$ cat src/rtl/rsp_div.sv
module rsp_div #(
	parameter int CW = 5,
	parameter int SW = 29
) (
	input  logic                 clk,
	input  logic                 arst_n,
	input  logic                 start,
	input  logic signed [SW-1:0] dividend,
	input  logic [CW-1:0]        divisor,
	output logic                 done,
	output logic signed [SW-1:0] quot
);

	localparam int NW = $clog2(SW + 1);

	logic [SW-1:0] quo_q;
	logic [CW-1:0] rem_q;
	logic [CW-1:0] dvs_q;
	logic [NW-1:0] cnt_q;
	logic          busy_q;
	logic          neg_q;
	logic          done_q;
	logic [CW:0]   r2;
	logic          fit;

	// Restoring step: one quotient bit per cycle
	assign r2   = {rem_q, quo_q[SW-1]};
	assign fit  = (r2 >= {1'b0, dvs_q});
	assign done = done_q;
	assign quot = neg_q ? -$signed(quo_q) : $signed(quo_q);

	always_ff @(posedge clk or negedge arst_n) begin
		if (!arst_n) begin
			quo_q  <= '0;
			rem_q  <= '0;
			dvs_q  <= '0;
			cnt_q  <= '0;
			busy_q <= 1'b0;
			neg_q  <= 1'b0;
			done_q <= 1'b0;
		end else begin
			done_q <= 1'b0;
			if (start) begin
				quo_q  <= dividend[SW-1] ? -dividend : dividend;
				neg_q  <= dividend[SW-1];
				rem_q  <= '0;
				dvs_q  <= divisor;
				cnt_q  <= NW'(SW);
				busy_q <= 1'b1;
			end else if (busy_q) begin
				rem_q <= fit ? CW'(r2 - {1'b0, dvs_q}) : CW'(r2);
				quo_q <= {quo_q[SW-2:0], fit};
				cnt_q <= cnt_q - 1'b1;
				if (cnt_q == NW'(1)) begin
					busy_q <= 1'b0;
					done_q <= 1'b1;
				end
			end
		end
	end

endmodule

$ cat config.mk
export PLATFORM = sky130hd
export DESIGN_NAME = rsp_div
export DESIGN_NICKNAME = d
export VERILOG_FILES = /design/src/rtl/rsp_div.sv
export SDC_FILE = /design/constraint.sdc
export NUM_CORES = 1
export LEC_CHECK = 0
export CAP_MARGIN = 20
export CORE_MARGIN = 3
export CORE_UTILIZATION = 55
export DETAILED_ROUTE_END_ITERATION = 6
export DONT_BUFFER_PORTS = 1
export GPL_ROUTABILITY_DRIVEN = 0
export PLACE_DENSITY = 0.7
export SLEW_MARGIN = 20
export SYNTH_ARGS = -nofsm -noshare
export SYNTH_HDL_FRONTEND = slang
export SYNTH_SLANG_ARGS = --single-unit
$ cat constraint.sdc
create_clock -name clk -period 2.3 [get_ports clk]
set_input_delay 0.46 -clock clk [delete_from_list [all_inputs] [get_ports clk]]
set_output_delay 0.46 -clock clk [all_outputs]
set_load 0.02 [all_outputs]
==> reports/qor.yml <==
min_path:
  worst_hold_path_depth: 1
  worst_hold_path_type: "input port to flip-flop"
  timing.hold.worst.start: "start"
  hold_path_end: "rem_q[0]"
sta:
  hold_violations: 0
  worst_hold_slack_ns: 0.236
  worst-slew-pin-transition_ns: 0.592
  maxSlewHeadroom_pct: 60.2
  final_setup_violating_endpoints: 15
  max_freq_mhz: 390
  setup_slack_ns: -0.265
  finClkSkew_ns: 0.00372
  timing.final.max_slew_violations: 0
  finalCritPeriodShare_pct: 112
  fin_crit_ns: 2.57
  rsz0062_at_grt: "true"
setup_path:
  critical_path.top_delay_family: "simple AND/OR/NAND/NOR gates"
  crit-reg2reg-launch: "quo_q[28]"
  worst_r2r_endpoint: "rem_q[0]"
  critical_path.slowest_cell: "sky130_fd_sc_hd__o31ai_4"
  worst_path_cell_chain: "nor3_2 > buf_4 > buf_6 > nand2_1 > o31ai_4 > xnor2_2"
  worst-setup-path-type: "flip-flop to primary output"
  worstSetupEndpointType: "primary output"
  worst_ep_arrival_time_ns: 2.11
  crit_required_ns: 1.84
  max_stage_delay_ns: 0.42
  critical_path.n_buffers_inverters: 2
  reg2reg_setup_slack_ns: 0.23
  worst_r2r_path_depth: 6
  crit_path_start_kind: "flip-flop"
  critical_path_peak_fanout: 3
flow_run:
  maxCapViolations: 0
layout:
  multi_input_area_sq_mm: 0.00289
  layout.filler_cells: 429
  post-route-cell-area_sq_mm: 0.00486
  layout-drive-gt1-share_pct: 29.7
  fin_util_pct: 74.9
  ff_latch_area_sq_mm: 0.00118
  antenna_cells_inserted: 0
  syn2layout_area_growth_pct: 29.3
  net_count_final: 528
die:
  boundaryPins: 67
  floorplan.die_area_sq_mm: 0.00787
  die_h_um: 88.7
  start_util_pct: 57.9
  core_region_area_sq_mm: 0.00649
  placementRows: 29
  die_width_um: 88.7
drt:
  via_count: 3738
  routedWlPerCell_um: 21.0
  detailedRoute.firstPassIterationCount: 5
  drtAntennaViolNets: 0
  vias_per_cell: 6.69
  detail_route.iter0.violations: 326
  remaining_drc_errors: 0
  routed_wl_mm: 11.7
logic_synthesis:
  synthesis.area_per_instance_sq_um: 8.53
  synth.top_cells.by_count: "sky130_fd_sc_hd__dfrtp_1 (47), sky130_fd_sc_hd__nand2_1 (36), sky130_fd_sc_hd__xnor2_1 (34)"
  synth.lib_cells_used.distinct: 60
  synth_nets: 488
  synth.most_common_cell: "sky130_fd_sc_hd__dfrtp_1"
  syn-instance-count: 441
  synth_area_sq_mm: 0.00376
  ys_warn_count: 0
  synth.yosys.seq_area_share_pct: 31.3
  synthFlopType: "sky130_fd_sc_hd__dfrtp_1"
  synthTopCellsByArea: "sky130_fd_sc_hd__dfrtp_1 (31%), sky130_fd_sc_hd__xnor2_1 (7.9%), sky130_fd_sc_hd__o31ai_1 (4.6%)"
  synth-edff-count: 0
  yosysTopAreaCellShare_pct: 31.3
  synthArstFlopShare_pct: 100
  synth.ff_latch_count: 47
  synth_area_leader_cell: "sky130_fd_sc_hd__dfrtp_1"
clock_tree:
  tritoncts_clock_tree: "built"
  cts_buffers: 5
  cts.sinks: 47
  htreeDepth: 2
  clockRootBuffer: "sky130_fd_sc_hd__clkbuf_8"
  clk_pin_slew_worst_setup_hold_paths_ns: 0.08
  clock_tree.buffer_depth: 2
  worst_skew_pair.late_latency_ns: 0.30
power_and_ir_drop:
  psw_mw: 1.23
  power-per-cell-area_mw_per_mm2: 627
  cell_internal_pwr_mw: 1.82
  ir_worst_vdd_v: 0.000560
  pwr-share-comb_pct: 48.9
  seq_power_share_pct: 35.2
  share_of_total_power_consumed_by_net_switching_pct: 40.3
  p_leak_nw: 2.03
  clock_power_share_pct: 15.9
placement:
  place_ws_ns: -0.0799
  dpl-instance-area_sq_mm: 0.00413
  placement.io_buffers: 0
  detailedPlacementHpwl_mm: 7.37
global_routing:
  grt_pass1_vias: 3433
  grt_overflow: 0
  grt-busiest-layer: "met2"
  grt_antenna_before_repair: 0
  total_grt_usage_pct: 28.8
  grt_use_met2_pct: 49.0
  grt_max_degree: 61
  met3_usage_pct: 4.19
  grt.met1_usage_pct: 38.2
  grt_pass1_wl_mm: 17.5
outcome:
  run_status: "finished, violations left"
  failing_checks: "negative setup slack"
==> routing by layer <==
layer,share of wire (%),routed length [um],vias to the layer above
met5,0,0,-
met4,3.9,455,0
met3,8.7,1020,37
met2,47,5500,176
met1,41,4770,1788
li1,-,-,1737
==> layout by cell type (no fill, tap or decap), drive strengths merged, types with 2 or more instances in the layout <==
cell type / synthesis / final
a211o: 2 / 2
a211oi: 11 / 11
a21boi: 2 / 2
a21o: 2 / 2
a21oi: 19 / 19
a311oi: 5 / 5
a31oi: 5 / 5
and4b: 2 / 2
buf: 10 / 64
clkbuf: 22 / 7
clkinv: 1 / 2
dfrtp: 47 / 47
ha: 9 / 9
inv: 17 / 17
mux2: 4 / 4
mux2i: 15 / 15
nand2: 36 / 36
nand2b: 7 / 7
nand3: 15 / 15
nand3b: 2 / 2
nand4: 3 / 3
nor2: 13 / 13
nor2b: 11 / 11
nor3: 23 / 23
nor3b: 3 / 3
nor4: 13 / 13
nor4b: 2 / 2
o21a: 2 / 2
o21ai: 19 / 19
o22ai: 4 / 4
o311a: 3 / 3
o31ai: 23 / 23
o41ai: 13 / 13
or2: 5 / 5
or3: 5 / 5
or4: 9 / 9
or4b: 2 / 2
xnor2: 34 / 34
xor2: 9 / 9
==> worst max-delay path by stage <==
stage / endpoint / start / slack, ns / cells after the start
floorplan: quo_q[22] / dividend[1] / 0.0002 / 8
global placement: quot[28] / quo_q[26] / -0.06 / 5
detailed placement: quot[28] / quo_q[26] / -0.08 / 5
CTS: quot[28] / quo_q[26] / -0.23 / 5
global route: quot[28] / quo_q[8] / -0.31 / 6
finish: quot[20] / quo_q[10] / -0.27 / 6
==> worst reg2reg max path, cell delays in order, from the launching register on <==
cell                       delay, ns
sky130_fd_sc_hd__dfrtp_1        0.42
sky130_fd_sc_hd__inv_1          0.06
sky130_fd_sc_hd__ha_1           0.30
sky130_fd_sc_hd__and4_1         0.22
sky130_fd_sc_hd__a21boi_0       0.50
sky130_fd_sc_hd__a31oi_1        0.18
sky130_fd_sc_hd__a221oi_1       0.28
==> power groups by stage <==
stage / clock network, mW / logic (mW) / registers (mW)
5_1_grt: 0.521 / 1.63 / 1.09
2_1_floorplan: 0 / 0.886 / 1.06
3_5_place_dp: 0 / 1.20 / 1.06
6_report: 0.485 / 1.49 / 1.08
4_1_cts: 0.493 / 1.34 / 1.06
3_3_place_gp: 0 / 1.18 / 1.06
==> per-stage QoR <==
stage | power [mW] | cells | setup TNS (ns)
finish | 3.05 | 559 | -1.81
global route | 3.24 | 559 | -2.80
CTS | 2.90 | 555 | -0.789
detailed placement | 2.26 | 538 | -0.116
global placement | 2.23 | 538 | -0.0591
floorplan | 1.95 | 441 | 0
==> area by class of cell <==
| cell class | instances | share of cell area [%] |
|---|---|---|
| multi-input cells | 344 | 59.4 |
| flip-flops and latches | 47 | 24.3 |
| clock buffers | 7 | 1.57 |
| repair buffers | 65 | 11.3 |
| well taps | 77 | 1.98 |
| inverters | 18 | 1.39 |
| clock inverters | 1 | 0.103 |
==> registers in the layout (all words and copies together) (netlist names) <==
register	count
rem_q	5
neg_q	1
busy_q	1
dvs_q	5
cnt_q	5
done	1
quo_q	29
==> kinds of logic (layout without fill, tap and decap cells) <==
logic type | after synthesis | in the layout | synth area share, %
compound gates | 117 | 117 | 21.8
xor+xnor | 43 | 43 | 10.0
fa+ha+maj | 10 | 10 | 3.53
buf+inv | 50 | 91 | 5.42
flops | 47 | 47 | 31.3
mux | 19 | 19 | 5.19
simple gates | 155 | 155 | 22.8
==> timing repair <==
action / in CTS / in global routing
resized for setup: 52 / 41
cloned: 0 / 0
buffers inserted: 8 / 6
hold buffers: 1 / 1
hold endpoints to repair: 47 / 3
pin swaps: 18 / 19
setup endpoints to repair: 18 / 25
Power figures use the tool's default switching activity.
