<file path="src/rtl/rsp_pkg.sv">
package rsp_pkg;

	// Input coordinate and configuration widths
	localparam int COORD_W = 24;
	localparam int DL_W    = 23;
	localparam int COS_W   = 17;
	localparam int CD_W    = 24;

	// Reset values of the configuration registers
	localparam logic [DL_W-1:0]  DL_RESET  = 23'd32768;
	localparam logic [COS_W-1:0] COS_RESET = 17'd56756;

	// APB register map
	localparam int ADDR_W = 3;
	localparam int DATA_W = 32;
	localparam logic REG_DIST_LIMIT = 1'b0;
	localparam logic REG_COS_LIMIT  = 1'b1;

	// Back end arithmetic widths
	localparam int MUL_W     = 26;              // shared signed multiplier operand
	localparam int ACC_W     = 2 * MUL_W;       // product and accumulator
	localparam int SQ_W      = 50;              // sum of squared centre differences
	localparam int MAG_W     = 50;              // normal component magnitude
	localparam int RED_LIM   = 20;              // reduced normal magnitude below 2^20
	localparam int NRM_W     = RED_LIM + 1;     // reduced normal component, signed
	localparam int LL_W      = 2 * NRM_W;       // L1 * L2
	localparam int DOT_W     = 44;              // dot product of reduced normals
	localparam int RHS_W     = COS_W + LL_W;    // cos_limit * L1 * L2
	localparam int SQRT_IN_W = 52;
	localparam int SQRT_OUT_W = SQRT_IN_W / 2;

	typedef logic signed [COORD_W-1:0] coord_t;

	// First three plane atoms of one ring, x/y/z per atom
	typedef struct packed {
		logic [1:0]       seen;
		coord_t [8:0]     pt;
	} plane_t;

endpackage

</file>
<file path="src/rtl/rsp_sqrt.sv">
module rsp_sqrt (
	input  logic                              clk,
	input  logic                              arst_n,
	input  logic                              start,
	input  logic [rsp_pkg::SQRT_IN_W-1:0]     x,
	output logic                              done,
	output logic [rsp_pkg::SQRT_OUT_W-1:0]    root
);

	localparam int OW = rsp_pkg::SQRT_OUT_W;
	localparam int IW = rsp_pkg::SQRT_IN_W;
	localparam int RW = OW + 3;
	localparam int NW = $clog2(OW + 1);

	logic [IW-1:0] x_q;
	logic [RW-1:0] rem_q;
	logic [OW-1:0] root_q;
	logic [NW-1:0] cnt_q;
	logic          busy_q;
	logic          done_q;
	logic [RW-1:0] r4;
	logic [RW-1:0] trial;
	logic          fit;

	// Digit-by-digit square root, one result bit per cycle
	assign r4    = {rem_q[RW-3:0], x_q[IW-1:IW-2]};
	assign trial = {1'b0, root_q, 2'b01};
	assign fit   = (r4 >= trial);
	assign done  = done_q;
	assign root  = root_q;

	always_ff @(posedge clk or negedge arst_n) begin
		if (!arst_n) begin
			x_q    <= '0;
			rem_q  <= '0;
			root_q <= '0;
			cnt_q  <= '0;
			busy_q <= 1'b0;
			done_q <= 1'b0;
		end else begin
			done_q <= 1'b0;
			if (start) begin
				x_q    <= x;
				rem_q  <= '0;
				root_q <= '0;
				cnt_q  <= NW'(OW);
				busy_q <= 1'b1;
			end else if (busy_q) begin
				x_q    <= {x_q[IW-3:0], 2'b00};
				rem_q  <= fit ? r4 - trial : r4;
				root_q <= {root_q[OW-2:0], fit};
				cnt_q  <= cnt_q - 1'b1;
				if (cnt_q == NW'(1)) begin
					busy_q <= 1'b0;
					done_q <= 1'b1;
				end
			end
		end
	end

endmodule

</file>
<file path="config.mk">
export PLATFORM = sky130hd
export DESIGN_NAME = rsp_sqrt
export DESIGN_NICKNAME = d
export VERILOG_FILES = /design/src/rtl/rsp_pkg.sv /design/src/rtl/rsp_sqrt.sv
export SDC_FILE = /design/constraint.sdc
export NUM_CORES = 1
export LEC_CHECK = 0
export BUFFER_PORTS_ARGS = -buffer_cell sky130_fd_sc_hd__buf_4
export CORE_UTILIZATION = 40
export CTS_BUF_LIST = sky130_fd_sc_hd__clkbuf_16
export DETAILED_ROUTE_END_ITERATION = 6
export GPL_TIMING_DRIVEN = 1
export RECOVER_POWER = 100
export SLEW_MARGIN = 20
export SYNTH_ARGS = -nofsm -noshare
export SYNTH_HDL_FRONTEND = slang
export SYNTH_SLANG_ARGS = --single-unit
</file>
<file path="constraint.sdc">
create_clock -name clk -period 3.4 [get_ports clk]
set_input_delay 0 -clock clk [delete_from_list [all_inputs] [get_ports clk]]
set_output_delay 0 -clock clk [all_outputs]
set_load 0.01 [all_outputs]
</file>
==> impl_metrics.toml, run 1 <==
[logic_synthesis]
synth_nets = 802
synth_warnings = 0
synth_area_leaders = "dfrtp_1 (42%), mux2i_1 (14%), ha_1 (5.6%), o21ai_0 (4.9%), nand2_1 (4.1%)"
synth_edf_count = 0
yosysSeqAreaShare_pct = 41.5
yosysUniqueCellTypes = 59
yosysTopAreaCell = "dfrtp_1"
syn_area_mm2 = 0.00675
netlist.area_leader.share_pct = 41.5
synth_flop_cell = "dfrtp_1"
syn_inst = 717
ys_seq_elements = 112
synth-async-reset-ratio_pct = 100
syn_avg_cell_area_um2 = 9.41

[place]
place_ws_ns = 0.509
io_buffers = 81
place_inst = 981
gp_congestion = 0.883
dp_hpwl_um = 10400

[global_route]
groute.layer.met3.usage_pct = 3.81
grtUsageMet1_pct = 23.4
grt-busiest-layer = "met2"
grt_max_degree = 72
grt_pass1_vias = 5559
use_met2_pct = 31.3
antenna_found_initial = 0
grt_overflow = 0
gr-usage-all-layers_pct = 18.4
grt_pass1_wl_um = 26400

[finish]
antenna_cells = 0
final_util_pct = 49.5
area_delta_synth_final_pct = 21.2
nets = 910
fin_cells = 1050
fill_cells = 1560
drive_gt1_share_pct = 11.4

[worst_setup_path]
crit_arrival_ns = 3.20
r2r_slack_ns = 0.42
cp.required_ns = 3.62
ff2ff_path_depth = 3
crit_fanout = 58
path_class = "register to register"
cp-end-kind = "register"
start_kind = "register"

[floorplan]
start_util_pct = 40.8
coreArea_mm2 = 0.0165
num_rows = 47
io_pins = 82
dieWidth_um = 132
dieArea_mm2 = 0.0174
fp.dieH_um = 132

[routing]
drtIter0Drc = 232
wl_um = 15200
drc = 0
vias_per_cell = 5.17
wl_per_cell_um = 14.5
postRouteAntennaNets = 0
vias = 5427
dr.pass1.iters = 4

[clocking]
cts_tree = "done"
cts-root-buf = "clkbuf_16"
h-tree-depth = 3
cts_num_sinks = 112
numCtsBuffers = 9
cts_buffer_depth = 2
clock_insertion_delay_worst_skew_ns = 0.36
clkTransAtPathRegs_ns = 0.08
ctsResizeCount = 0

[run_status]
status = "finished, violations left"
violations = "capacitance limit, slew limit"

[run]
drv_cap = 2

[timing]
final_hold_viol_count = 0
period_minus_slack_ns = 2.98
fmax_mhz = 336
relSlewSlack_pct = -55.6
setup_viol = 0
finalWorstSetupSlack_ns = 0.421
finalCritPeriodShare_pct = 87.6
final_max_slew_viol_count = 125
worst_pin_slew_ns = 2.33
fin_skew_ns = 0.00732
tns_ns = 0
rsz0062_at_grt = "false"
holdWs_ns = 0.178

[hold_path]
hold_class = "primary input to async pin"

[power]
ir_drop_mv = 0.363
cellLeakagePower_nw = 4.20
power.density_mw_per_mm2 = 704
-- cells in the mapped netlist, drive strengths merged (8+ instances only) --
master and n:
buf 13, nand2 75, nand4 8, nand2b 8
inv 40, a21o 11, mux2i 97, xnor2 19
a21oi 24, dfrtp 112, clkbuf 35, a211oi 27
nor3 8, ha 30, o21ai 67, nor2 74
-- power by group --
group          switching, mW  total [mW]  internal, mW
sequential             0.132        1.65          1.52
clock                  0.512        1.02         0.506
combinational           1.70        3.09          1.39
total                   2.34        5.76          3.42
-- worst paths after layout --
check	start	end
setup reg to reg	busy_q	x_q[25]
min in group clk	start	x_q[22]
hold / removal	arst_n	root[7]
hold reg to reg	cnt_q[4]	cnt_q[4]
setup / recovery	busy_q	x_q[25]
max in group asynchronous	arst_n	rem_q[22]
-- registers in the layout (all words and copies together), names as in the netlist --
name	cells
x_q	52
cnt_q	5
rem_q	27
busy_q	1
root	26
done	1
-- final cells by class --
cell class	count	area, um^2	area share [%]
clock buffer	9	225	2.75
clock inverter	7	53.8	0.658
inverter	40	150	1.84
multi-input combinational	517	3560	43.5
sequential	112	2800	34.3
tap	220	275	3.37
timing repair buffer	145	1110	13.6
-- per-stage QoR --
stage / power [mW] / instance area [um^2]
global placement: 4.65 / 7490
finish: 5.76 / 8180
detailed placement: 4.70 / 7490
floorplan: 4.18 / 6750
CTS: 5.81 / 8300
global route: 6.19 / 8180
-- repair_timing --
action,4_1_cts,5_1_grt
hold endpoints to repair,99,0
buffers inserted,0,0
endpoints found under the setup margin,0,0
hold buffers,53,0
-- cell families after synthesis --
family	count (synthesis)	synth area share (%)
AND/OR/NAND/NOR	202	13.8
XOR/XNOR	26	3.37
adder cells (fa/ha/maj)	30	5.56
flip-flops	112	41.5
AO/OA/AOI/OAI	162	15.6
multiplexers	97	14.4
buffers and inverters	88	5.75
-- layer usage --
layer | wire length [um] | up-vias
met2 | 7400 | 103
met1 | 7020 | 2577
met3 | 542 | 18
li1 | - | 2729
met5 | 0 | -
met4 | 204 | 0
-- cell usage in the layout (no fill, tap or decap), types with 3 or more instances in the layout --
cell,instances
nand4_1,7
clkbuf_1,27
clkbuf_16,9
inv_1,41
xor2_1,7
a41oi_1,3
nor2b_1,4
a211oi_1,25
a21oi_1,24
nor3_1,7
a21o_1,11
nand2b_1,8
nor2_1,74
nand3_1,7
xnor2_1,19
a31oi_1,7
dfrtp_1,112
ha_1,30
o21ai_0,66
mux2i_1,97
a31o_2,3
nand3b_1,3
nor3b_1,3
dlygate4sd3_1,53
buf_4,62
nand2_1,74
and3_1,3
-- worst max-delay path, stage by stage, from the launching register on --
cell and delay, ns:
dfrtp_1 1.93, buf_4 0.54, mux2i_1 0.26, o21ai_0 0.11
(Power assumes the default switching activity.)
==> run 2: changes to the inputs <==
CELL_PAD_IN_SITES_DETAIL_PLACEMENT = 1   (was default)
CELL_PAD_IN_SITES_GLOBAL_PLACEMENT = 2   (was default)
CORE_UTILIZATION = 37   (was 40)
PLACE_DENSITY_LB_ADDON = 0.1   (was default)
==> impl_metrics.toml, run 2 (synthesis results as in run 1) <==
[run_status]
status = "finished, violations left"
violations = "capacitance limit, slew limit"

[routing]
drc = 0
wl_um = 17200
drtIter0Drc = 186
vias_per_cell = 5.13
vias = 5427
postRouteAntennaNets = 0
wl_per_cell_um = 16.3
dr.pass1.iters = 6

[timing]
final_hold_viol_count = 0
relSlewSlack_pct = -19.3
rsz0062_at_grt = "false"
final_max_slew_viol_count = 69
tns_ns = 0
finalWorstSetupSlack_ns = 0.412
finalCritPeriodShare_pct = 87.9
setup_viol = 0
worst_pin_slew_ns = 1.79
period_minus_slack_ns = 2.99
fmax_mhz = 335
fin_skew_ns = 0.0126

[floorplan]
num_rows = 49
start_util_pct = 37.7
io_pins = 82
fp.dieH_um = 137
coreArea_mm2 = 0.0179
dieWidth_um = 137
dieArea_mm2 = 0.0188

[finish]
largest_reg_flops = 52
mostFrequentLayoutCells = "dfrtp_1 (111), mux2i_1 (97), nand2_1 (74), nor2_1 (74), o21ai_0 (66)"
nets = 910
largest-register = "x_q"
area_delta_synth_final_pct = 22.3
layout_commonest_cell = "dfrtp_1"
drive_gt1_share_pct = 11.1
fill_cells = 2073
antenna_cells = 0

[power]
cellLeakagePower_nw = 4.22
power.density_mw_per_mm2 = 735
ir_drop_mv = 0.291

[clocking]
cts-root-buf = "clkbuf_16"
post_cts_buffers = 0
numCtsBuffers = 9
ctsResizeCount = 0
cts_num_sinks = 112
h-tree-depth = 3
cts_buffer_depth = 2
clkTransAtPathRegs_ns = 0.08
cts_tree = "done"
clock_insertion_delay_worst_skew_ns = 0.36

[worst_setup_path]
path_class = "register to register"
cp.required_ns = 3.64
crit_arrival_ns = 3.23
r2r_slack_ns = 0.41
r2r_start = "root[13]"
start_kind = "register"
crit_fanout = 10
ff2ff_path_depth = 11
reg2reg_to = "rem_q[1]"
cp-end-kind = "register"

[hold_path]
holdPathStages = 2
hold_class = "primary input to register"
worstHoldStart = "start"
hold_end = "root[16]"

[global_route]
grt_max_degree = 87
grt_pass1_vias = 5957
gr-usage-all-layers_pct = 19.5
grt_pass1_wl_um = 29000
antenna_found_initial = 0
grt_overflow = 0

[place]
place_ws_ns = 0.384
dp_hpwl_um = 11600
gp_congestion = 0.829
io_buffers = 81

[run]
drv_cap = 1
## run 2: cell types whose count changed in the layout (fill, tap and decap cells not counted), moves of 2 or more
cell,before,now
buf_4,62,57
clkbuf_1,27,30
buf_12,0,2
bufinv_16,0,2
inv_6,2,0
## run 2: worst max-delay path: stages (launching register included)
cell and delay [ns]:
dfrtp_1 0.41, inv_1 0.07, ha_1 0.47, nand4_4 0.17
nor3_2 0.29, nand4_1 0.14, o21ai_0 0.25, inv_1 0.11
a21boi_4 0.31, buf_4 0.25, nor4b_1 0.07, a311o_1 0.34
## run 2: metrics by stage
| stage | cell area [um^2] | hold slack, ns | instances | util, % | total power [mW] |
|---|---|---|---|---|---|
| 2_1_floorplan | 6750 | -0.296 | 717 | - | 4.18 |
| 3_3_place_gp | 7540 | 0.200 | 990 | 42.1 | 4.81 |
| 3_5_place_dp | 7540 | 0.212 | 990 | 42.1 | 4.87 |
| 4_1_cts | 8400 | 0.163 | 1058 | 46.9 | 6.17 |
| 5_1_grt | 8250 | 0.205 | 1058 | 46.1 | 6.50 |
| 6_report | 8250 | 0.174 | 1058 | 46.1 | 6.06 |
## run 2: report_power, final
part,internal (mW),switching (mW)
registers,1.52,0.138
clock network,0.657,0.536
logic,1.45,1.76
## run 2: how the worst max path moves through the flow
| stage | start | endpoint | slack, ns | depth (start not counted) |
|---|---|---|---|---|
| finish | root[13] | rem_q[1] | 0.41 | 11 |
| global route | root[13] | rem_q[1] | 0.08 | 11 |
| CTS | root[13] | rem_q[1] | 0.37 | 11 |
| detailed placement | root[13] | rem_q[1] | 0.38 | 11 |
| global placement | root[13] | rem_q[1] | 0.50 | 11 |
| floorplan | root[4] | rem_q[15] | 0.92 | 11 |
## run 2: final cells by class
| class | instances | area, um^2 | share of cell area [%] |
|---|---|---|---|
| multi-input combinational | 517 | 3550 | 43.0 |
| sequential | 112 | 2810 | 34.0 |
| timing repair buffer | 145 | 1130 | 13.6 |
| tap | 229 | 287 | 3.47 |
| clock buffer | 9 | 225 | 2.73 |
| inverter | 40 | 150 | 1.82 |
| clock inverter | 6 | 105 | 1.27 |
## run 2: what timing repair did
action                     4_1_cts  5_1_grt
setup endpoints to repair        0        0
hold buffers                    53        0
hold endpoints to repair       119        0
## run 2: routing by layer
metal | vias to the layer above | track usage [%] | wire length (um)
li1 | 2718 | - | -
met1 | 2626 | 24.1 | 7920
met2 | 63 | 34.8 | 8640
met3 | 20 | 2.67 | 357
met4 | 0 | 6.59 | 306
met5 | - | 0 | 0
==> run 3: changes to the inputs <==
ABC_AREA = 1   (was default)
CORE_UTILIZATION = 34   (was 37)
==> impl_metrics.toml, run 3 <==
[worst_setup_path]
crit_chain = "dlygate4sd3_1 > clkbuf_1 > inv_1 > clkbuf_2 > nand2_1 > o211ai_1 > o21ai_0"
crit_fanout = 80
critical-path-max-stage-delay_ns = 1.16
path_class = "primary input to register"
start_kind = "primary input"
crit_arrival_ns = 2.98
path_buf_inv = 4
crit_family = "buffers and inverters"
cp-end-kind = "register"
slowest_stage = "clkbuf_2"
cp.required_ns = 3.60

[finish]
design_area_mm2 = 0.00878
largest_reg_flops = 52
drive_gt1_share_pct = 8.93
final_util_pct = 41.9
largest-register = "x_q"
nets = 1222
mostFrequentLayoutCells = "nand2_1 (337), inv_1 (182), dfrtp_1 (112)"
antenna_cells = 0
area_delta_synth_final_pct = 21.2
layout_commonest_cell = "nand2_1"

[logic_synthesis]
synth-async-reset-ratio_pct = 100
yosysMostFrequentCell = "nand2_1"
netlist.area_leader.share_pct = 38.7
synth_warnings = 0
ys_seq_elements = 112
yosysTopAreaCell = "dfrtp_1"
synth_edf_count = 0
synth_area_leaders = "dfrtp_1 (39%), nand2_1 (17%), inv_1 (9.4%), ha_1 (5.2%), o211ai_1 (5.1%)"
synth_nets = 1103
synth_flop_cell = "dfrtp_1"
syn_area_mm2 = 0.00725
yosysUniqueCellTypes = 38
syn_avg_cell_area_um2 = 7.12
yosysSeqAreaShare_pct = 38.7
synth_common_cells = "nand2_1 (334), inv_1 (182), dfrtp_1 (112)"
syn_inst = 1018

[clocking]
cts_tree = "done"
numCtsBuffers = 9
ctsResizeCount = 0
cts_buffer_depth = 2
clkTransAtPathRegs_ns = 0.09
cts.hold.buffers_added = 57
h-tree-depth = 3
cts-root-buf = "clkbuf_16"
clock_insertion_delay_worst_skew_ns = 0.37
post_cts_buffers = 0
cts_num_sinks = 112

[run]
drv_cap = 1

[timing]
final_max_slew_viol_count = 113
relSlewSlack_pct = -10.3
period_minus_slack_ns = 2.78
rsz0062_at_grt = "false"
fmax_mhz = 360
holdWs_ns = 0.430
setup_viol = 0
final_hold_viol_count = 0
fin_skew_ns = 0.0114
tns_ns = 0
finalCritPeriodShare_pct = 81.8
worst_pin_slew_ns = 1.65

[routing]
drtIter0Drc = 202
vias = 6805
vias_per_cell = 4.80
drc = 0
wl_per_cell_um = 15.2
wl_um = 21500
postRouteAntennaNets = 0
dr.pass1.iters = 4

[power]
power.density_mw_per_mm2 = 766
ir_drop_mv = 0.301
finalPower_mw = 6.72
cellLeakagePower_nw = 4.62

[floorplan]
io_pins = 82
num_rows = 53
dieWidth_um = 148
coreArea_mm2 = 0.0210
dieArea_mm2 = 0.0219
fp.dieH_um = 148
start_util_pct = 34.6

[global_route]
grt_pass1_vias = 7107
antenna_found_initial = 0
grt_overflow = 0
grt_pass1_wl_um = 36200
gr-usage-all-layers_pct = 20.9
grt_max_degree = 113

[place]
placed_area_mm2 = 0.00807
dp_hpwl_um = 15300
gp_congestion = 0.852
io_buffers = 81

[run_status]
status = "finished, violations left"
violations = "capacitance limit, slew limit"

[hold_path]
hold_class = "primary input to register"
run 3: cell count changes in the layout (fill, tap and decap cells not counted), sizes merged, moves of 28 or more:
cell    delta
nand2    +268
nand3     +51
o211ai    +48
inv      +147
mux2i     -97
nor2      -28
run 3: layout make-up:
cell class | instances | area (um^2)
multi-input cells | 680 | 3500
clock inverters | 7 | 62.6
fillers | 2697 | 12200
inverters | 188 | 707
repair buffers | 146 | 1140
well taps | 275 | 344
flip-flops and latches | 112 | 2800
clock buffers | 9 | 225
run 3: worst paths after layout:
check                      slack, ns  cells after the start      start         to
min                             0.43                      4      x[27]    x_q[27]
max                             0.62                      7      start    x_q[46]
min in group asynchronous       0.58                      3     arst_n   root[10]
max reg2reg                     0.76                     14    root[0]  rem_q[23]
max in group asynchronous       1.65                      3     arst_n   rem_q[6]
min reg2reg                     0.50                      2  rem_q[25]  rem_q[25]
run 3: logic make-up after synthesis:
logic type,share of synthesized area (%)
AO/OA/AOI/OAI,13.0
XOR/XNOR,1.45
adder cells (fa/ha/maj),5.18
buffers and inverters,13.0
flip-flops,38.7
AND/OR/NAND/NOR,28.7
run 3: worst register-to-register path, stage by stage, from the launching register on:
cell and delay, ns:
dfrtp_1 0.37, inv_1 0.08, ha_1 0.38, o21ai_0 0.11, nand2_1 0.18, nand2_1 0.11
nand2_1 0.11, nand2_1 0.08, nand2_1 0.11, nand2_1 0.13, nand3_4 0.33, nand2_4 0.34
nand2_1 0.08, nand2_1 0.07, nand2_1 0.05
run 3: metal layers:
metal / global-route usage, % / part of all wire, % / wire length (um) / vias to the layer above
met3: 3.18 / 2.4 / 518 / 17
met5: 0 / 0 / 0 / -
met1: 26.4 / 47 / 10200 / 3258
met2: 37.1 / 49 / 10600 / 68
met4: 5.10 / 1.2 / 248 / 0
li1: - / - / - / 3462
run 3: where the power goes:
| group | internal [mW] | switching [mW] |
|---|---|---|
| Sequential | 1.54 | 0.133 |
| Clock | 0.515 | 0.582 |
| Combinational | 1.34 | 2.61 |
| Total | 3.39 | 3.33 |
run 3: stage by stage:
stage,cells,setup WS [ns]
final,1417,0.619
after global routing,1417,0.263
after CTS,1417,0.705
after detailed placement,1344,0.742
after global placement,1344,0.791
after floorplan,1018,1.44
